$ cat config.mk
export PLATFORM = sky130hd
export DESIGN_NAME = fragment_record_reassembler_core
export DESIGN_NICKNAME = d
export VERILOG_FILES = /design/src/rtl/frr_pkg.sv /design/src/rtl/frr_front.sv /design/src/rtl/frr_cmdq.sv /design/src/rtl/frr_back.sv /design/src/rtl/fragment_record_reassembler_core.sv
export SDC_FILE = /design/constraint.sdc
export NUM_CORES = 2
export LEC_CHECK = 0
export BUFFER_PORTS_ARGS = -buffer_cell sky130_fd_sc_hd__buf_2
export CAP_MARGIN = 20
export CORE_MARGIN = 2
export CORE_UTILIZATION = 25
export CTS_BUF_LIST = sky130_fd_sc_hd__clkbuf_8
export CTS_CLUSTER_DIAMETER = 120
export DETAILED_ROUTE_END_ITERATION = 12
export PLACE_DENSITY_LB_ADDON = 0.08
export SETUP_SLACK_MARGIN = 0.5
export SYNTH_ARGS = -nofsm -noshare
export SYNTH_HDL_FRONTEND = slang
export SYNTH_SLANG_ARGS = --single-unit
$ cat constraint.sdc
create_clock -name i_clk -period 15.3 [get_ports i_clk]
set_input_delay 0.765 -clock i_clk [delete_from_list [all_inputs] [get_ports i_clk]]
set_output_delay 0.765 -clock i_clk [all_outputs]
set_load 0.01 [all_outputs]
$ cat src/rtl/frr_pkg.sv
// ----------------------------------------------------------------------------
// frr_pkg
// Shared types and limits for the fragment record reassembler.
// ----------------------------------------------------------------------------
package frr_pkg;

    // frame and record limits
    localparam logic [3:0] FRAME_BYTES      = 4'd8;
    localparam logic [7:0] MAX_FRAGMENTS    = 8'd32;
    localparam logic [9:0] MAX_RECORD_BYTES = 10'd256;

    // record store: two banks of 8-byte rows, even and odd rows
    localparam int unsigned BANK_ROWS = 16;
    localparam int unsigned BANK_AW   = 4;

    // command queue between front and back
    localparam int unsigned CMDQ_DEPTH = 4;
    localparam int unsigned CMDQ_AW    = 2;
    localparam int unsigned CMDQ_CW    = 3;

    typedef enum logic [1:0] {
        ST_REJECTED   = 2'd0,
        ST_INCOMPLETE = 2'd1,
        ST_COMPLETE   = 2'd2,
        ST_ABORT      = 2'd3
    } t_status;

    typedef enum logic [1:0] {
        BK_IDLE,
        BK_READ,
        BK_EMIT
    } t_back_state;

    typedef struct packed {
        logic        cmd;
        logic        is_start;
        logic        is_end;
        logic [7:0]  frag_seq;
        logic [3:0]  byte_count;
        logic [63:0] payload;
    } t_frame_in;

    typedef struct packed {
        t_status     status;
        logic        abandoned;
        logic [8:0]  record_length;
        logic [4:0]  word_index;
        logic [63:0] record_word;
        logic        last;
    } t_result;

    // classified work for the back end
    typedef struct packed {
        t_status     status;
        logic        abandoned;
        logic        wr;
        logic [7:0]  wr_pos;
        logic [3:0]  wr_len;
        logic [63:0] payload;
        logic [8:0]  rec_len;
    } t_cmd;

endpackage

$ cat src/rtl/frr_front.sv
// ----------------------------------------------------------------------------
// frr_front
// Checks each frame against the record state and turns it into a command.
// ----------------------------------------------------------------------------
module frr_front
    import frr_pkg::*;
(
    input  logic      i_clk,
    input  logic      i_rst_n,
    input  logic      push,
    output logic      full,
    input  t_frame_in i_frame,
    output logic      o_cmd_push,
    output t_cmd      o_cmd,
    input  logic      i_cmd_full
);

    logic       r_open;
    logic [8:0] r_bytes_held;
    logic [5:0] r_expected;
    logic       n_open;
    logic [8:0] n_bytes_held;
    logic [5:0] n_expected;

    logic       open_eff;
    logic [8:0] held_eff;
    logic [5:0] exp_eff;
    logic [9:0] sum;
    logic       viol;

    assign full       = i_cmd_full;
    assign o_cmd_push = push && !i_cmd_full;

    always_comb begin
        open_eff = i_frame.is_start ? 1'b1 : r_open;
        held_eff = i_frame.is_start ? 9'd0 : r_bytes_held;
        exp_eff  = i_frame.is_start ? 6'd0 : r_expected;
        sum      = {1'b0, held_eff} + {6'd0, i_frame.byte_count};
        viol     = (i_frame.frag_seq >= MAX_FRAGMENTS) || !open_eff ||
                   ({2'b00, exp_eff} != i_frame.frag_seq) ||
                   (i_frame.byte_count > FRAME_BYTES) ||
                   (sum > MAX_RECORD_BYTES);

        o_cmd.status    = ST_REJECTED;
        o_cmd.abandoned = i_frame.is_start && r_open;
        o_cmd.wr        = 1'b0;
        o_cmd.wr_pos    = held_eff[7:0];
        o_cmd.wr_len    = i_frame.byte_count;
        o_cmd.payload   = i_frame.payload;
        o_cmd.rec_len   = sum[8:0];

        n_open       = 1'b0;
        n_bytes_held = 9'd0;
        n_expected   = 6'd0;

        if (i_frame.cmd) begin
            o_cmd.status    = ST_ABORT;
            o_cmd.abandoned = r_open;
        end else if (i_frame.is_start && (i_frame.frag_seq != 8'd0)) begin
            o_cmd.status = ST_REJECTED;
        end else if (viol) begin
            o_cmd.status    = ST_REJECTED;
            o_cmd.abandoned = (i_frame.is_start && r_open) || open_eff;
        end else begin
            o_cmd.wr = 1'b1;
            if (i_frame.is_end) begin
                o_cmd.status = ST_COMPLETE;
            end else begin
                o_cmd.status = ST_INCOMPLETE;
                n_open       = 1'b1;
                n_bytes_held = sum[8:0];
                n_expected   = exp_eff + 6'd1;
            end
        end
    end

    always_ff @(posedge i_clk) begin
        if (!i_rst_n) begin
            r_open       <= 1'b0;
            r_bytes_held <= 9'd0;
            r_expected   <= 6'd0;
        end else if (o_cmd_push) begin
            r_open       <= n_open;
            r_bytes_held <= n_bytes_held;
            r_expected   <= n_expected;
        end
    end

endmodule

$ cat src/rtl/frr_cmdq.sv
// ----------------------------------------------------------------------------
// frr_cmdq
// Small command queue that decouples the front end from the back end.
// ----------------------------------------------------------------------------
module frr_cmdq
    import frr_pkg::*;
(
    input  logic i_clk,
    input  logic i_rst_n,
    input  logic i_push,
    input  t_cmd i_cmd,
    output logic o_full,
    input  logic i_pop,
    output t_cmd o_cmd,
    output logic o_empty
);

    t_cmd               r_entry [CMDQ_DEPTH];
    logic [CMDQ_AW-1:0] r_wr_ptr;
    logic [CMDQ_AW-1:0] r_rd_ptr;
    logic [CMDQ_CW-1:0] r_count;
    logic [CMDQ_CW-1:0] n_count;

    assign o_full  = (r_count == CMDQ_CW'(CMDQ_DEPTH));
    assign o_empty = (r_count == '0);
    assign o_cmd   = r_entry[r_rd_ptr];

    always_comb begin
        n_count = r_count;
        if (i_push && !i_pop) begin
            n_count = r_count + CMDQ_CW'(1);
        end else if (!i_push && i_pop) begin
            n_count = r_count - CMDQ_CW'(1);
        end
    end

    always_ff @(posedge i_clk) begin
        if (!i_rst_n) begin
            r_wr_ptr <= '0;
            r_rd_ptr <= '0;
            r_count  <= '0;
        end else begin
            r_count <= n_count;
            if (i_push) begin
                r_wr_ptr <= r_wr_ptr + CMDQ_AW'(1);
            end
            if (i_pop) begin
                r_rd_ptr <= r_rd_ptr + CMDQ_AW'(1);
            end
        end
    end

    always_ff @(posedge i_clk) begin
        if (i_push) begin
            r_entry[r_wr_ptr] <= i_cmd;
        end
    end

endmodule

$ cat src/rtl/frr_back.sv
// ----------------------------------------------------------------------------
// frr_back
// Writes fragment bytes into the record store and emits result transactions.
// ----------------------------------------------------------------------------
module frr_back
    import frr_pkg::*;
(
    input  logic    i_clk,
    input  logic    i_rst_n,
    input  t_cmd    i_cmd,
    input  logic    i_cmd_empty,
    output logic    o_cmd_pop,
    output logic    empty,
    input  logic    pop,
    output t_result o_result
);

    t_back_state r_state;
    t_back_state n_state;

    logic [7:0][7:0] r_bank_even [BANK_ROWS];
    logic [7:0][7:0] r_bank_odd  [BANK_ROWS];
    logic [63:0]     r_rd_even;
    logic [63:0]     r_rd_odd;

    logic [4:0] r_word;
    logic [4:0] n_word;
    logic [4:0] r_last_word;
    logic [4:0] n_last_word;
    logic [8:0] r_rec_len;
    logic [8:0] n_rec_len;
    logic       r_abandoned;
    logic       n_abandoned;
    logic       r_out_valid;
    logic       n_out_valid;
    t_result    r_out;
    t_result    n_out;

    logic         out_free;
    logic         load_out;
    logic         wr_en;
    logic         rd_en;
    logic [4:0]   wr_row;
    logic [4:0]   wr_row_next;
    logic [127:0] wr_data;
    logic [15:0]  wr_be;
    logic [8:0]   len_mask;
    logic [8:0]   rec_len_m1;
    logic [63:0]  rd_word;
    logic [63:0]  word_masked;

    logic [BANK_AW-1:0] even_addr;
    logic [63:0]        even_data;
    logic [7:0]         even_be;
    logic [BANK_AW-1:0] odd_addr;
    logic [63:0]        odd_data;
    logic [7:0]         odd_be;

    assign empty    = !r_out_valid;
    assign o_result = r_out;
    assign out_free = !r_out_valid || pop;

    // align the payload to its byte position across two adjacent rows
    always_comb begin
        wr_row      = i_cmd.wr_pos[7:3];
        wr_row_next = wr_row + 5'd1;
        len_mask    = (9'd1 << i_cmd.wr_len) - 9'd1;
        wr_data     = {64'd0, i_cmd.payload} << {i_cmd.wr_pos[2:0], 3'b000};
        wr_be       = {8'd0, len_mask[7:0]} << i_cmd.wr_pos[2:0];
        if (!wr_row[0]) begin
            even_addr = wr_row[4:1];
            even_data = wr_data[63:0];
            even_be   = wr_be[7:0];
            odd_data  = wr_data[127:64];
            odd_be    = wr_be[15:8];
        end else begin
            even_addr = wr_row_next[4:1];
            even_data = wr_data[127:64];
            even_be   = wr_be[15:8];
            odd_data  = wr_data[63:0];
            odd_be    = wr_be[7:0];
        end
        odd_addr = wr_row[4:1];
    end

    // bytes past the record length read as zero
    always_comb begin
        rd_word = r_word[0] ? r_rd_odd : r_rd_even;
        for (int b = 0; b < 8; b++) begin
            word_masked[8*b +: 8] = ({1'b0, r_word, 3'(b)} < r_rec_len) ?
                                    rd_word[8*b +: 8] : 8'd0;
        end
    end

    always_comb begin
        n_state     = r_state;
        n_word      = r_word;
        n_last_word = r_last_word;
        n_rec_len   = r_rec_len;
        n_abandoned = r_abandoned;
        o_cmd_pop   = 1'b0;
        wr_en       = 1'b0;
        rd_en       = 1'b0;
        load_out    = 1'b0;
        rec_len_m1  = i_cmd.rec_len - 9'd1;

        n_out.status        = i_cmd.status;
        n_out.abandoned     = i_cmd.abandoned;
        n_out.record_length = 9'd0;
        n_out.word_index    = 5'd0;
        n_out.record_word   = 64'd0;
        n_out.last          = 1'b1;

        unique case (r_state)
            BK_IDLE: begin
                if (!i_cmd_empty) begin
                    if (i_cmd.status == ST_COMPLETE) begin
                        o_cmd_pop   = 1'b1;
                        wr_en       = i_cmd.wr;
                        n_word      = 5'd0;
                        n_rec_len   = i_cmd.rec_len;
                        n_abandoned = i_cmd.abandoned;
                        n_last_word = (i_cmd.rec_len == 9'd0) ? 5'd0 : rec_len_m1[7:3];
                        n_state     = BK_READ;
                    end else if (out_free) begin
                        o_cmd_pop = 1'b1;
                        wr_en     = i_cmd.wr;
                        load_out  = 1'b1;
                    end
                end
            end
            BK_READ: begin
                rd_en   = 1'b1;
                n_state = BK_EMIT;
            end
            BK_EMIT: begin
                n_out.status        = ST_COMPLETE;
                n_out.abandoned     = r_abandoned;
                n_out.record_length = r_rec_len;
                n_out.word_index    = r_word;
                n_out.record_word   = word_masked;
                n_out.last          = (r_word == r_last_word);
                if (out_free) begin
                    load_out = 1'b1;
                    if (r_word == r_last_word) begin
                        n_state = BK_IDLE;
                    end else begin
                        n_word  = r_word + 5'd1;
                        n_state = BK_READ;
                    end
                end
            end
            default: begin
                n_state = BK_IDLE;
            end
        endcase

        if (load_out) begin
            n_out_valid = 1'b1;
        end else if (pop) begin
            n_out_valid = 1'b0;
        end else begin
            n_out_valid = r_out_valid;
        end
    end

    always_ff @(posedge i_clk) begin
        if (!i_rst_n) begin
            r_state     <= BK_IDLE;
            r_out_valid <= 1'b0;
        end else begin
            r_state     <= n_state;
            r_out_valid <= n_out_valid;
        end
    end

    always_ff @(posedge i_clk) begin
        r_word      <= n_word;
        r_last_word <= n_last_word;
        r_rec_len   <= n_rec_len;
        r_abandoned <= n_abandoned;
        if (load_out) begin
            r_out <= n_out;
        end
    end

    // record store, one row write per bank and one row read per bank
    always_ff @(posedge i_clk) begin
        if (wr_en) begin
            for (int b = 0; b < 8; b++) begin
                if (even_be[b]) begin
                    r_bank_even[even_addr][b] <= even_data[8*b +: 8];
                end
                if (odd_be[b]) begin
                    r_bank_odd[odd_addr][b] <= odd_data[8*b +: 8];
                end
            end
        end
        if (rd_en) begin
            r_rd_even <= r_bank_even[r_word[4:1]];
            r_rd_odd  <= r_bank_odd[r_word[4:1]];
        end
    end

endmodule

$ cat src/rtl/fragment_record_reassembler_core.sv
// Path: a single-result transaction passes the command queue and then the output register;
// a completed record is written to the store, then each word takes a registered store read
// and is loaded into the output register once that register is free. Throughput: one frame
// per cycle into a four-entry command queue while it is not full; the back end drains one
// single-result command per cycle while its output is free and takes no new one mid-record.
// Reset: synchronous active low, clears record state, queue, back-end state and output valid only.
// ----------------------------------------------------------------------------
// fragment_record_reassembler_core
// Reassembles records from numbered frame fragments and emits them as words.
// ----------------------------------------------------------------------------
module fragment_record_reassembler_core
    import frr_pkg::*;
(
    input  logic      i_clk,
    input  logic      i_rst_n,
    input  logic      push,
    output logic      full,
    input  t_frame_in i_frame,
    output logic      empty,
    input  logic      pop,
    output t_result   o_result
);

    logic cmd_push;
    t_cmd cmd_in;
    logic cmd_full;
    logic cmd_pop;
    t_cmd cmd_head;
    logic cmd_empty;

    frr_front u_front (
        .i_clk      (i_clk),
        .i_rst_n    (i_rst_n),
        .push       (push),
        .full       (full),
        .i_frame    (i_frame),
        .o_cmd_push (cmd_push),
        .o_cmd      (cmd_in),
        .i_cmd_full (cmd_full)
    );

    frr_cmdq u_cmdq (
        .i_clk   (i_clk),
        .i_rst_n (i_rst_n),
        .i_push  (cmd_push),
        .i_cmd   (cmd_in),
        .o_full  (cmd_full),
        .i_pop   (cmd_pop),
        .o_cmd   (cmd_head),
        .o_empty (cmd_empty)
    );

    frr_back u_back (
        .i_clk       (i_clk),
        .i_rst_n     (i_rst_n),
        .i_cmd       (cmd_head),
        .i_cmd_empty (cmd_empty),
        .o_cmd_pop   (cmd_pop),
        .empty       (empty),
        .pop         (pop),
        .o_result    (o_result)
    );

endmodule
### Yosys cells after proc, flatten, opt, wreduce, memory -nomap -nowiden

Memories as Yosys holds them, arrays and structs flattened. A register that Yosys moved wholly into a read port is not among the register bits.
Cells that the tools add are included.
Widths: inputs -> output; s select.

| word-level totals | value |
|---|---|
| register bits after elaboration | 128 |
| bits in writable memories | 2404 |
| input bits | 83 |
| output and inout port bits | 84 |
| word-level logic and storage cells | 213 |
| memories kept | 3 |

| cells by class | value |
|---|---|
| $add $sub $neg | 10 |
| $lt $le $gt $ge | 11 |
| equality and inequality tests | 10 |
| shift operators | 3 |
| multiplexer cells | 116 |
| bitwise operators | 1 |
| reduce and logical (&&, ||, !) cells | 34 |

Memory list:

| name | words | width | rd ports | clocked after memory_dff | write ports | RTL line | RTL |
|---|---|---|---|---|---|---|---|
| u_back.r_bank_even | 16 | 64 | 1 | 1 | 1 | frr_back.sv:21 | `logic [7:0][7:0] r_bank_even [BANK_ROWS];` |
| u_back.r_bank_odd | 16 | 64 | 1 | 1 | 1 | frr_back.sv:22 | `logic [7:0][7:0] r_bank_odd [BANK_ROWS];` |
| u_cmdq.r_entry | 4 | 89 | 1 | 1 | 1 | frr_cmdq.sv:18 | `t_cmd r_entry [CMDQ_DEPTH];` |

Operators by type and width:

| cell | number |
|---|---|
| $mux 64 | 3 |
| $shl 64x6->128 | 1 |
| $mux 8 | 10 |
| $mux 80 | 1 |
| $lt 8x9->1 | 8 |
| $mux 1 | 72 |
| $mux 9 | 5 |
| $mux 6 | 5 |
| $mux 5 | 4 |
| $mux 2 | 9 |
| $reduce_and 2->1 | 8 |
| $shl 8x3->16 | 1 |
| $sub 8x1->8 const B | 2 |
| $add 5x1->5 const B | 2 |
| $add 9x4->10 | 1 |
| $gt 10x9->1 const B | 1 |
| $pmux 5 s2 | 1 |
| $logic_not 9->1 | 1 |
| $mux 3 | 3 |
| $ge 8x6->1 const B | 1 |
| $ne 6x8->1 | 1 |
| $reduce_bool 8->1 | 1 |
| $shl 1x4->8 const A | 1 |
| $add 6x1->6 const B | 1 |
| 22 further kinds | 42 |

### Longest topological paths before layout

| logic depth | value |
|---|---|
| word-level depth | 9 |
| mapped depth | 17 |
| gate-level depth less buffers | 11 |

### Hierarchy

A second synthesis with hierarchy kept.

| second synthesis, totals | value |
|---|---|
| cell total of the unflattened synthesis | 5080 |
| area total of the unflattened synthesis | 105827.7 um^2 |

By module, submodules not included:

| module | instances | cells an instance | area each (um^2) | seq. area each (um^2) |
|---|---|---|---|---|
| frr_back | 1 | 4335 | 90694.5 | 68465.7 |
| frr_cmdq | 1 | 508 | 13265.2 | 10870.4 |
| frr_front | 1 | 237 | 1868.0 | 320.3 |

### Least setup slack after synthesis

No wires, ideal clock.

| timing path | value |
|---|---|
| kind | reg2reg |
| from | reg u_back.r_state[0] |
| to | reg u_back.r_rd_even[0] (read register of u_back.r_bank_even), enable pin |
| library setup time | 0.633 ns |
| arrival | 6.037 ns |
| data required time | 14.667 ns |
| slack | 8.630 ns |
| cell stages (with the launch flop) | 2 |
| path buffers | 0 |
| period minus slack after synthesis | 6.670 ns |
| cells stage by stage | dfxtp_1 nor2b_1 |

| between the ends | value |
|---|---|
| longest elaborated chain between the ends | 2 |

Ends and longest elaborated chain:

| element | RTL line | RTL |
|---|---|---|
| start, declared | frr_back.sv:18 | `t_back_state r_state;` |
| start signal, assigned | frr_back.sv:172 | `r_state <= n_state;` |
| $eq 2x1->1 | frr_back.sv:114 | `unique case (r_state)` |
| $mux 1 | frr_back.sv:114 |  |
| end, declared | frr_back.sv:23 | `logic [63:0] r_rd_even;` |

No other way between the ends.
A chain may end at the register's enable or synchronous reset.

==> summary.txt <==
Outcome
  – Status: completed

Logic synthesis
  – Post-synth top flop: edfxtp_1
  – Sequential share of the synthesized area: 0.7554
  – Post-Syn Area: roughly 110000 um2
  – Avg Inst Size Synth: slightly above 20 um2
  – EDFF count, synth: between 2000 and 3000
  – Synth unique cells: 73
  – #FFs+latches synth: approximately 2700
  – Mapped Nets: 5227
  – Async SR Flop Fraction: 0
  – Yosys warnings: 0
  – Cells after Synth: 5123

Routing
  – Final WL: between 300000 and 400000 um
  – Avg Vias per Cell: 4.567
  – Avg WL per Cell: 30.57 um
  – DR iter-0 viols: approximately 4800
  – Remaining antenna violation count: 0
  – Vias: ~54000
  – Drt first pass iters: 7
  – Routed length on met3: about 19000 um
  – DRC Markers: 0
  – Top routing layer in use: met5
  – Met1 wire length: ~170000 um
  – Met2 WL: roughly 160000 um

Floorplanning
  – DIE WIDTH: between 600 and 700 um
  – Die area: around 430000 um2
  – CORE AREA: ~420000 um2
  – Ports: 167
  – Die Y: roughly 650 um
  – Site Rows: approximately 240
  – Initial Util: 0.2510

Placement
  – Pre-CTS setup slack: 8.880 ns
  – Routability Congestion: a little over 0.8
  – Detail Placement HPWL: between 200000 and 250000 um
  – Port Buf Inserts: approximately 170
  – Placed cell count: 10840

Clocking
  – Worst skew pair latency: between 1 and 1.5 ns
  – Clk sinks: ~2700
  – CTS Root Cell: clkbuf_8
  – Post-CTS setup buffers: 0
  – H-Tree Level Count: 5
  – Clock transition at path regs: approximately 0.06 ns
  – # resized after CTS: 0
  – TritonCTS clock tree: built
  – Bufs on Longest Clock Path: 4
  – Num CTS Buffers: around 470

Power and ir drop
  – Lkg Pwr: roughly 0.039 uW
  – Power density over the cells: ~200 nW/um2
  – Maximum vdd drop: 0.1455 mV

Finish
  – Area Growth Syn to Fin: 17.49%
  – Fillcell total: just over 40000
  – Final #Nets: roughly 6000
  – Finished Layout Cells: 11820
  – Layout cell share with drive strength beyond 1: 0.2985

Timing
  – Min Tclk post-route: approximately 6.4 ns
  – Smallest setup slack after layout: just under 9 ns
  – Endpoints failing hold: 0
  – Fin. max-slew vios: 0
  – Maximum clock rate: between 150 and 200 MHz
  – Worst slew pin tran: between 1 and 1.5 ns
  – Crit share post-route: 0.4188
  – Clock Skew: about 0.12 ns
  – Setup TNS: 0 ns
  – Setup-failing EPs final: 0
  – Slew HR: 0.2612
  – RSZ-0062 raised after global routing: no

Worst setup path
  – FF-to-FF path depth: 10
  – FF-to-FF setup slack: 8.89 ns
  – End point of the critical path: u_back.r_bank_even[0][4]$_DFFE_PP_
  – Critical Path RT: 16.04 ns
  – Startpoint type of the worst setup path: flip-flop
  – Worst Path Max Fanout: between 50 and 60
  – Crit-path slowest cell: o21ai_2
  – Crit path capture type: flip-flop
  – Arr. time, crit path: 7.15 ns
  – CP dominant cell by count: buf_4
  – Crit-path cells: buf_4 -> buf_4 -> mux2i_1 -> mux2_2 -> buf_4 -> nor2_1 -> a32oi_1 -> o21ai_0 -> o21ai_2 -> a21oi_1
  – Peak per-stage delay on the critical path: ~0.93 ns
  – Crit Path Class: reg -> reg
  – RR Endpoint: u_back.r_bank_even[0][4]$_DFFE_PP_

Hold path
  – Hold crit path type: in -> reg

Global route
  – Total grt overflow: 0
  – First-pass GRT wire length: between 400000 and 500000 um
  – Maximum number of pins on one net before global-route repair: approximately 150
  – Vias in the first global route: ~56000
  – GRT Util Overall: 0.1664
  – Initial antenna violation count: 62

Run
  – Total of max-cap violations: 0
-- what timing repair did --
action	in CTS	in global routing
setup endpoints to repair	0	0
hold buffers	76	0
hold endpoints to repair	296	0
-- cells by family (layout without fill, tap and decap cells) --
group	after synthesis	in the layout	synth area share
mux	903	903	0.1711
buf+inv	316	1338	0.01207
compound gates	347	347	0.02107
simple gates	841	841	0.03498
fa+ha+maj	21	21	0.002634
flops	2662	2662	0.7554
xor+xnor	33	33	0.002741
other cells	0	39	0
-- through the flow --
step | util | total power [uW] | hold slack, ns | area (um2)
2_1_floorplan | - | 14470 | 0.4520 | 105400
3_3_place_gp | 0.2719 | 19070 | 0.4748 | 114300
3_5_place_dp | 0.2722 | 19060 | 0.4908 | 114400
4_1_cts | 0.2945 | 25320 | 0.04525 | 123700
5_1_grt | 0.2947 | 25980 | 0.1632 | 123800
6_report | 0.2948 | 24860 | 0.2019 | 123900
-- final cells by class --
class	count	area, um2	share of cell area
sequential	2662	79660	0.6431
multi-input combinational	2145	25080	0.2025
tap	5640	7057	0.05696
clock buffer	480	6606	0.05333
timing repair buffer	451	3304	0.02667
clock inverter	381	1967	0.01588
inverter	26	105.1	0.0008484
antenna	39	97.59	0.0007878
-- report_power, final --
part	switching, uW	leakage (uW)	internal (uW)	total [uW]
sequential	200	0.0243	10100	10300
clock	3060	0.00508	3100	6160
combinational	6080	0.00995	2270	8360
-- registers in the layout (all words and copies together) (netlist names), named ones only --
signal,count
u_back.r_word,5
u_cmdq.r_wr_ptr,2
u_back.r_bank_even,1024
u_back.o_result,82
u_back.r_rd_odd,64
u_cmdq.r_entry,356
u_back.r_out_valid,1
u_back.r_rec_len,9
u_front.r_expected,6
u_cmdq.r_rd_ptr,2
u_back.r_rd_even,64
u_front.r_bytes_held,9
u_cmdq.r_count,3
u_back.r_state,2
u_back.r_abandoned,1
u_back.r_last_word,5
u_front.r_open,1
u_back.r_bank_odd,1024
-- worst min-delay path by stage --
| stage | endpoint | slack (ns) | cells past startpoint | startpoint |
|---|---|---|---|---|
| after floorplan | u_front.r_open$_SDFFE_PN0P_ | 0.45 | 2 | u_front.r_open$_SDFFE_PN0P_ |
| after global placement | u_front.r_open$_SDFFE_PN0P_ | 0.47 | 2 | u_front.r_open$_SDFFE_PN0P_ |
| after detailed placement | u_front.r_open$_SDFFE_PN0P_ | 0.49 | 2 | u_front.r_open$_SDFFE_PN0P_ |
| after CTS | u_cmdq.r_entry[3][86]$_DFFE_PP_ | 0.05 | 4 | i_frame[73] |
| after global routing | u_cmdq.r_entry[0][86]$_DFFE_PP_ | 0.16 | 4 | i_frame[75] |
| final | u_cmdq.r_entry[2][86]$_DFFE_PP_ | 0.20 | 4 | i_frame[73] |
-- cells in the mapped netlist, drive strengths merged (3+ instances only) --
cell type,instances,share of area
xor2,17,0.0014
a21o,6,0.00043
a22oi,3,0.00047
mux2,24,0.0026
a31oi,5,0.00058
nand2b,26,0.0015
nor3,51,0.0024
a21oi,126,0.0061
mux2i,162,0.015
a211oi,18,0.0017
o221ai,3,0.00025
a221oi,17,0.0015
nor4b,4,0.00039
nand4b,4,0.00033
a22o,9,0.00075
mux4,717,0.15
dfxtp,28,0.0053
nand2,199,0.0071
edfxtp,2634,0.75
inv,24,0.00085
ha,19,0.0023
nand4,6,0.00036
clkbuf,179,0.0064
buf,111,0.0048
o31ai,7,0.00055
or3,9,0.00053
or2,5,0.00030
nor3b,7,0.00055
xnor2,16,0.0013
nor2b,40,0.0024
nor4,6,0.00036
nor2,407,0.015
a21boi,7,0.00050
o21ai,107,0.0051
nand3,40,0.0019
and2,30,0.0018
o211ai,7,0.00050
a32oi,12,0.0010
o21bai,4,0.00028
-- layer usage --
metal | track usage | vias up
li1 | - | 22530
met1 | 0.2424 | 29260
met2 | 0.2569 | 1701
met3 | 0.03006 | 486
met4 | 0.03872 | 26
met5 | 0 | -
-- layout by cell type (no fill, tap or decap), types with 13 or more instances in the layout --
cell           instances
edfxtp_1            2634
mux4_2               716
clkbuf_8             481
nor2_1               389
inv_1                211
buf_4                192
nand2_1              187
buf_2                166
mux2i_1              162
clkinv_1             107
a21oi_1              101
dlygate4sd3_1         76
o21ai_0               59
clkinv_2              52
nand3_1               40
diode_2               39
nor2b_1               38
nor3_2                30
o21ai_2               29
nand2b_1              26
and2_1                26
dfxtp_1               26
mux2_2                22
nor3_1                21
o21ai_1               19
ha_1                  19
nor2_2                17
xor2_1                17
a221oi_1              16
a21oi_2               16
xnor2_1               16
a211oi_1              13
-- worst max-delay path: cells and delay by family (launching register included) --
family          cells  cell delay, ns
mux                 2            0.47
flops               1            0.72
buf+inv             3            2.14
simple gates        1            0.44
compound gates      4            1.99
(Power assumes the default switching activity.)
